==> src/rtr_pkg.sv <==
// shared types, widths and codes for the receive reassembly block
package rtr_pkg;

  localparam int TABLE_ENTRIES = 64;
  localparam int BUFFER_BYTES  = 131072;

  localparam int SEQ_W  = 32;
  localparam int LEN_W  = 11;
  localparam int WIN_W  = 18;
  localparam int ST_W   = 3;
  localparam int IDX_W  = $clog2(TABLE_ENTRIES);
  localparam int CNT_W  = $clog2(TABLE_ENTRIES + 1);
  localparam int FILL_W = $clog2(BUFFER_BYTES);
  localparam int SUM_W  = FILL_W + 2;

  localparam logic [ST_W-1:0] ST_IN_ORDER = 3'd0;
  localparam logic [ST_W-1:0] ST_STORED   = 3'd1;
  localparam logic [ST_W-1:0] ST_IGNORED  = 3'd2;
  localparam logic [ST_W-1:0] ST_CORRUPT  = 3'd3;
  localparam logic [ST_W-1:0] ST_FULL     = 3'd4;

  typedef struct packed {
    logic [SEQ_W-1:0] seq;
    logic [LEN_W-1:0] len;
  } entry_t;

endpackage

==> src/rtr_table.sv <==
// held segment table: one write port, one registered read port
module rtr_table (
  input  logic                       clk,
  input  logic                       wr_en,
  input  logic [rtr_pkg::IDX_W-1:0]  wr_addr,
  input  rtr_pkg::entry_t            wr_data,
  input  logic                       rd_en,
  input  logic [rtr_pkg::IDX_W-1:0]  rd_addr,
  output rtr_pkg::entry_t            rd_data
);
  import rtr_pkg::*;

  entry_t mem [TABLE_ENTRIES];

  always_ff @(posedge clk) begin
    if (wr_en) begin
      mem[wr_addr] <= wr_data;
    end
  end

  always_ff @(posedge clk) begin
    if (rd_en) begin
      rd_data <= mem[rd_addr];
    end
  end

endmodule

==> src/rtr_unit.sv <==
// shared compare and advance unit: entry match, sequence add, fill add modulo buffer size
module rtr_unit (
  input  logic [rtr_pkg::SEQ_W-1:0]  key,
  input  logic [rtr_pkg::SEQ_W-1:0]  entry_seq,
  input  logic [rtr_pkg::SEQ_W-1:0]  base_seq,
  input  logic [rtr_pkg::LEN_W-1:0]  len,
  input  logic [rtr_pkg::FILL_W-1:0] fill,
  output logic                       match,
  output logic [rtr_pkg::SEQ_W-1:0]  seq_sum,
  output logic [rtr_pkg::FILL_W-1:0] fill_sum
);
  import rtr_pkg::*;

  localparam logic [SUM_W-1:0] BUF1 = SUM_W'(BUFFER_BYTES);
  localparam logic [SUM_W-1:0] BUF2 = SUM_W'(2 * BUFFER_BYTES);

  logic [SUM_W-1:0] raw;
  logic [SUM_W-1:0] wrapped;

  assign match   = (key == entry_seq);
  assign seq_sum = base_seq + SEQ_W'(len);
  assign raw     = SUM_W'(fill) + SUM_W'(len);

  always_comb begin
    if (raw >= BUF2) begin
      wrapped = raw - BUF2;
    end else if (raw >= BUF1) begin
      wrapped = raw - BUF1;
    end else begin
      wrapped = raw;
    end
  end

  assign fill_sum = wrapped[FILL_W-1:0];

endmodule

==> src/transport_receive_reassembly.sv <==
// top level: header sequencer for receive reassembly with held segment table
// an old or corrupt header, or a later one with end flag, goes from S_IDLE straight to S_DONE
// an in-order or later header goes to S_RD and scans the held table before S_DONE
// (one registered table read and one compare per held entry)
// each drained held segment not in the last slot adds a move (S_MOVE_RD, S_MOVE_WR), then a rescan
// a new header is taken only once the last result is issued; sync reset, table not cleared, only its count
module transport_receive_reassembly (
  input  logic                       clk,
  input  logic                       rst,
  input  logic                       cfg_wr_en,
  input  logic [rtr_pkg::SEQ_W-1:0]  cfg_wr_data,
  input  logic                       s_axis_tvalid,
  output logic                       s_axis_tready,
  input  logic [79:0]                s_axis_tdata,  // magic, seq_num, payload_len, zero pad
  input  logic                       s_axis_tlast,  // end_flag
  output logic                       m_axis_tvalid,
  input  logic                       m_axis_tready,
  output logic [55:0]                m_axis_tdata,  // ack_seq, window, status, zero pad
  output logic                       m_axis_tlast   // eof_ack
);
  import rtr_pkg::*;

  localparam logic [2:0] S_IDLE    = 3'd0;
  localparam logic [2:0] S_RD      = 3'd1;
  localparam logic [2:0] S_CMP     = 3'd2;
  localparam logic [2:0] S_MOVE_RD = 3'd3;
  localparam logic [2:0] S_MOVE_WR = 3'd4;
  localparam logic [2:0] S_DONE    = 3'd5;

  logic [2:0]       state;
  logic [CNT_W-1:0] idx;
  logic [IDX_W-1:0] pos;
  logic [CNT_W-1:0] count;
  logic [SEQ_W-1:0] next_expected;
  logic [FILL_W-1:0] fill;
  logic [SEQ_W-1:0] expected_magic;
  logic [SEQ_W-1:0] seq_r;
  logic [LEN_W-1:0] len_r;
  logic             end_r;
  logic             drain;
  logic [ST_W-1:0]  status_r;
  logic             eof_r;

  logic [SEQ_W-1:0] in_magic;
  logic [SEQ_W-1:0] in_seq;
  logic [LEN_W-1:0] in_len;
  logic             in_fire;
  logic             scan_end;
  logic             table_full;

  logic             tbl_wr_en;
  logic [IDX_W-1:0] tbl_wr_addr;
  entry_t           tbl_wr_data;
  logic             tbl_rd_en;
  logic [IDX_W-1:0] tbl_rd_addr;
  entry_t           tbl_rd_data;

  logic [SEQ_W-1:0] key;
  logic [LEN_W-1:0] unit_len;
  logic             match;
  logic [SEQ_W-1:0] seq_sum;
  logic [FILL_W-1:0] fill_sum;
  logic [31:0]      win_full;

  assign in_magic = s_axis_tdata[31:0];
  assign in_seq   = s_axis_tdata[63:32];
  assign in_len   = s_axis_tdata[74:64];

  assign s_axis_tready = (state == S_IDLE);
  assign in_fire       = s_axis_tvalid && s_axis_tready;
  assign scan_end      = (idx == count);
  assign table_full    = (count == CNT_W'(TABLE_ENTRIES));

  assign tbl_wr_en   = ((state == S_RD) && scan_end && !drain && !table_full) ||
                       (state == S_MOVE_WR);
  assign tbl_wr_addr = (state == S_MOVE_WR) ? pos : count[IDX_W-1:0];
  assign tbl_wr_data = (state == S_MOVE_WR) ? tbl_rd_data : entry_t'{seq: seq_r, len: len_r};
  assign tbl_rd_en   = ((state == S_RD) && !scan_end) || (state == S_MOVE_RD);
  assign tbl_rd_addr = (state == S_MOVE_RD) ? count[IDX_W-1:0] : idx[IDX_W-1:0];

  assign key      = drain ? next_expected : seq_r;
  assign unit_len = (state == S_IDLE) ? in_len : tbl_rd_data.len;
  assign win_full = 32'(BUFFER_BYTES) - 32'(fill);

  rtr_table u_table (
    .clk     (clk),
    .wr_en   (tbl_wr_en),
    .wr_addr (tbl_wr_addr),
    .wr_data (tbl_wr_data),
    .rd_en   (tbl_rd_en),
    .rd_addr (tbl_rd_addr),
    .rd_data (tbl_rd_data)
  );

  rtr_unit u_unit (
    .key       (key),
    .entry_seq (tbl_rd_data.seq),
    .base_seq  (next_expected),
    .len       (unit_len),
    .fill      (fill),
    .match     (match),
    .seq_sum   (seq_sum),
    .fill_sum  (fill_sum)
  );

  always_ff @(posedge clk) begin
    if (rst) begin
      expected_magic <= '0;
    end else if (cfg_wr_en) begin
      expected_magic <= cfg_wr_data;
    end
  end

  always_ff @(posedge clk) begin
    if (rst) begin
      state         <= S_IDLE;
      idx           <= '0;
      count         <= '0;
      next_expected <= '0;
      fill          <= '0;
      m_axis_tvalid <= 1'b0;
    end else begin
      if (m_axis_tvalid && m_axis_tready) begin
        m_axis_tvalid <= 1'b0;
      end
      case (state)
        S_IDLE: begin
          if (in_fire) begin
            seq_r <= in_seq;
            len_r <= in_len;
            end_r <= s_axis_tlast;
            eof_r <= 1'b0;
            idx   <= '0;
            if (in_magic != expected_magic) begin
              status_r <= ST_CORRUPT;
              state    <= S_DONE;
            end else if (in_seq == next_expected) begin
              next_expected <= seq_sum;
              fill          <= fill_sum;
              drain         <= 1'b1;
              state         <= S_RD;
            end else if ((in_seq > next_expected) && !s_axis_tlast) begin
              drain <= 1'b0;
              state <= S_RD;
            end else begin
              status_r <= ST_IGNORED;
              state    <= S_DONE;
            end
          end
        end
        S_RD: begin
          if (scan_end) begin
            if (drain) begin
              status_r <= ST_IN_ORDER;
              eof_r    <= end_r;
            end else if (table_full) begin
              status_r <= ST_FULL;
            end else begin
              count    <= count + CNT_W'(1);
              status_r <= ST_STORED;
            end
            state <= S_DONE;
          end else begin
            state <= S_CMP;
          end
        end
        S_CMP: begin
          if (match) begin
            if (drain) begin
              next_expected <= seq_sum;
              fill          <= fill_sum;
              count         <= count - CNT_W'(1);
              pos           <= idx[IDX_W-1:0];
              if (idx == count - CNT_W'(1)) begin
                idx   <= '0;
                state <= S_RD;
              end else begin
                state <= S_MOVE_RD;
              end
            end else begin
              status_r <= ST_IGNORED;
              state    <= S_DONE;
            end
          end else begin
            idx   <= idx + CNT_W'(1);
            state <= S_RD;
          end
        end
        S_MOVE_RD: begin
          state <= S_MOVE_WR;
        end
        S_MOVE_WR: begin
          idx   <= '0;
          state <= S_RD;
        end
        S_DONE: begin
          if (!m_axis_tvalid) begin
            m_axis_tvalid <= 1'b1;
            m_axis_tdata  <= {3'b000, status_r, win_full[WIN_W-1:0], next_expected};
            m_axis_tlast  <= eof_r;
            state         <= S_IDLE;
          end
        end
        default: begin
          state <= S_IDLE;
        end
      endcase
    end
  end

endmodule

==> config.mk <==
export PLATFORM = sky130hd
export DESIGN_NAME = transport_receive_reassembly
export DESIGN_NICKNAME = d
export VERILOG_FILES = /design/src/rtr_pkg.sv /design/src/rtr_table.sv /design/src/rtr_unit.sv /design/src/transport_receive_reassembly.sv
export SDC_FILE = /design/constraint.sdc
export NUM_CORES = 2
export LEC_CHECK = 0
export BUFFER_PORTS_ARGS = -buffer_cell sky130_fd_sc_hd__buf_2
export CORE_MARGIN = 4
export CORE_UTILIZATION = 25
export DETAILED_ROUTE_END_ITERATION = 12
export GPL_ROUTABILITY_DRIVEN = 0
export PLACE_DENSITY = 0.38
export SLEW_MARGIN = 15
export SYNTH_ARGS = -nofsm -noshare
export SYNTH_HDL_FRONTEND = slang
export SYNTH_SLANG_ARGS = --single-unit
==> constraint.sdc <==
create_clock -name clk -period 4.9 [get_ports clk]
set_input_delay 0.49 -clock clk [delete_from_list [all_inputs] [get_ports clk]]
set_output_delay 0.49 -clock clk [all_outputs]
set_load 0.1 [all_outputs]
==> results_dict.tcl <==
set metrics [dict create \
    path_buf_inv 3 \
    start_util 0.2516 \
    crit_chain "nand3b_4, buf_4, a21o_4, buf_16, buf_12, a211oi_1, a311oi_1, a31o_2, a2111oi_0, or4b_1" \
    power.density_nw_per_um2 422.8 \
    vias 70990 \
    path_max_fanout 78 \
    grt_setup_unrepaired "no" \
    cts_buffers 336 \
    wl_um 400000 \
    drt_iter0_drc 5867 \
    wl_per_cell_um 26.73 \
    dieWidth_um 703.0 \
    seqPwrFrac 0.492 \
    synth.avg_cell_area_sq_um 15.50 \
    min_path_type "in2reg" \
    core_area_sq_um 479900 \
    crit_family "compound AO/OA/AOI/OAI gates" \
    crit_slowest_cell "a2111oi_0" \
    cts_tree "yes" \
    fmax_ghz 0.2271 \
    synth.area.top_cells "edfxtp_1 (72%), mux4_2 (6.5%), nand2_1 (4.7%)" \
    slew_violations 0 \
    synthCells 7792 \
    drc 0 \
    hold_viol_final 0 \
    core.rowCount 254 \
    utilization 0.3001 \
    die_area_sq_um 494200 \
    period_needed_ns 4.403 \
    synth-seq-cells 3003 \
    worst_path_largest_cell_delay_ns 0.91 \
    p_sw_mw 15.06 \
    gr-total-overflow 0 \
    outcome "finished clean" \
    required_ns 5.58 \
    grt_max_degree 87 \
    clockBufferDepth 4 \
    io_buffers 168 \
    avgViaCountPerCell 4.744 \
    clkSinkCount 3003 \
    netlist.area_leader.share 0.7222 \
    root_buffer "clkbuf_16" \
    synth_area_leader_cell "edfxtp_1" \
    ant_nets 0 \
    power.total_mw 60.90 \
    tns_ns 0 \
    finalCritPeriodShare 0.8986 \
    pwr-share-comb 0.102 \
    drv_cap 0 \
    vdd_ir_drop_max_mv 0.3052 \
    dp.final_hpwl_um 238200 \
    p_int_mw 45.84 \
    grt_pass1_vias 70990 \
    p_sw_frac 0.2472 \
    leakagePower_nw 47.31 \
    end_kind "flip-flop" \
    seq_area_frac_synth 0.7386 \
    grt_pass1_wl_um 562300 \
    htreeDepth 5 \
    synth_edf_count 2904 \
    drive_above_1_share 0.1762 \
    arrival_ns 5.08 \
    synth_cell_types 72 \
    grt_util_all_layers 0.1579 \
    antenna_found_initial 32 \
    clock_skew_ns 0.05256 \
    worstSetupPathType "reg2reg" \
    finalNetCount 8459 \
    syn2layout_area_growth_pct 19.27 \
    path_clk_slew_ns 0.07 \
    die_h_um 703.0 \
    worstMarginPinSlew_ns 1.159 \
    io_pins 177 \
    syn_area_sq_um 120800 \
    yosysWarnings 0 \
    async_reset_ff_frac 0 \
    clkPwrFrac 0.406 \
    startpoint_type "flip-flop" \
    slew_headroom 0.2077 \
    insertion_delay_ns 0.95 \
    dr.pass1.iters 6 \
    synth-main-ff-cell "edfxtp_1" \
    setup_violations 0 \
]
[state kept, by name, indices dropped and copies added (netlist names)]
register and flops:
pos 6, drain 1, state 3, status_r 3, count 7, m_axis_tvalid 1, m_axis_tlast 1, next_expected 32
seq_r 32, len_r 11, fill 17, m_axis_tdata 53, end_r 1, u_table.mem 2752, idx 7, u_table.rd_data 43
expected_magic 32, eof_r 1
[layout by cell type, fill, tap and decap left out, types with 33 or more instances in the layout]
cell type	synthesis	final
mux2i_1	162	162
or4_1	47	47
a31oi_1	59	59
xor2_1	78	78
nor2_1	181	116
a311oi_1	146	146
nand2_2	0	41
a21o_1	34	33
clkinv_1	1	64
mux4_2	346	346
inv_1	187	187
a211oi_1	281	281
ha_1	58	58
buf_2	146	167
buf_4	28	264
a21oi_1	180	179
edfxtp_1	2904	2904
nor2_4	0	65
dfxtp_1	99	98
buf_12	0	108
clkbuf_1	248	95
clkbuf_16	0	342
clkinv_2	0	51
o21ai_0	48	47
nand3_1	529	529
dlygate4sd3_1	0	111
nand2_1	1526	1476
o22ai_1	59	59
[worst reg2reg max path, cell delays in order, from the launching register on]
cell and delay, ns:
dfxtp_1 0.38, nand3b_4 0.22, buf_4 0.30, a21o_4 0.43, buf_16 0.27, buf_12 0.40, a211oi_1 0.35, a311oi_1 0.09
a31o_2 0.28, a2111oi_0 0.91, or4b_1 0.51
[cells by family (layout without fill, tap and decap cells)]
group	count (synthesis)	after routing	share of synthesized area
muxes	527	527	0.07983
DFF	3003	3003	0.7386
AOI/OAI and AO/OA	953	953	0.05590
adders and majority gates	60	60	0.006341
and+or+nand+nor	2450	2450	0.08717
xor gates and xnor gates	108	108	0.007833
buffers and inverters	690	1449	0.02433
other	1	13	0.00003105
[what timing repair did]
item / CTS / global route
resized for setup: 0 / 0
hold endpoints to repair: 79 / 0
buffers inserted: 0 / 4
hold buffers: 111 / 0
setup endpoints to repair: 0 / 1
[per-layer routing]
layer,vias up,track usage,wire length (um)
met2,1779,0.2589,188100
li1,31010,-,-
met5,-,0,11
met3,401,0.02073,18680
met4,2,0.02753,6505
met1,37790,0.2257,186700
[final timing paths]
| kind | startpoint | end | slack [ns] | cells after the start |
|---|---|---|---|---|
| max reg2reg | state[1] | u_table.rd_data[18] | 0.50 | 10 |
| max | state[1] | u_table.rd_data[18] | 0.50 | 10 |
| min | s_axis_tdata[40] | seq_r[8] | 0.34 | 2 |
| min reg2reg | idx[6] | idx[6] | 0.52 | 2 |
[stage by stage]
stage / cells / cell area, sq um / setup slack [ns] / hold WS (ns)
global placement: 14230 / 132200 / 0.1600 / 0.4954
finish: 14960 / 144000 / 0.4968 / 0.3429
floorplan: 7794 / 120800 / 0.4218 / 0.4003
global route: 14950 / 144000 / 0.2437 / 0.2981
detailed placement: 14230 / 132200 / 0.1406 / 0.5070
CTS: 14950 / 143900 / 0.1160 / 0.2397
[power groups by stage]
| stage | logic (mW) | clock network (mW) | registers (mW) |
|---|---|---|---|
| floorplan | 3.47 | 0 | 30.6 |
| global placement | 6.14 | 0 | 30.5 |
| detailed placement | 6.27 | 0 | 30.5 |
| finish | 6.22 | 24.7 | 30.0 |
| global route | 6.80 | 26.6 | 30.0 |
| CTS | 6.36 | 25.5 | 30.0 |
[cells in the mapped netlist (18+ instances only)]
cell and n:
a211oi_1 281, a21o_1 34, a21oi_1 180, a311oi_1 146, a31oi_1 59, buf_1 72, buf_2 146, buf_4 28
clkbuf_1 248, dfxtp_1 99, edfxtp_1 2904, ha_1 58, inv_1 187, mux2_2 18, mux2i_1 162, mux4_2 346
nand2_1 1526, nand3_1 529, nand4_1 27, nor2_1 181, nor3_1 30, nor4_1 22, o21a_1 19, o21ai_0 48
o22ai_1 59, o31ai_1 21, or4_1 47, xnor2_1 30, xor2_1 78
[final cells by class]
type                       count  area [sq um]
timing repair buffer         651          6118
clock inverter               170          1633
tap                         6400          8008
multi-input combinational   4101         29390
inverter                     188         705.7
fill                       47640        335900
clock buffer                 440          8956
antenna                       10         25.02
sequential                  3003         89190
Power figures use the tool's default switching activity.
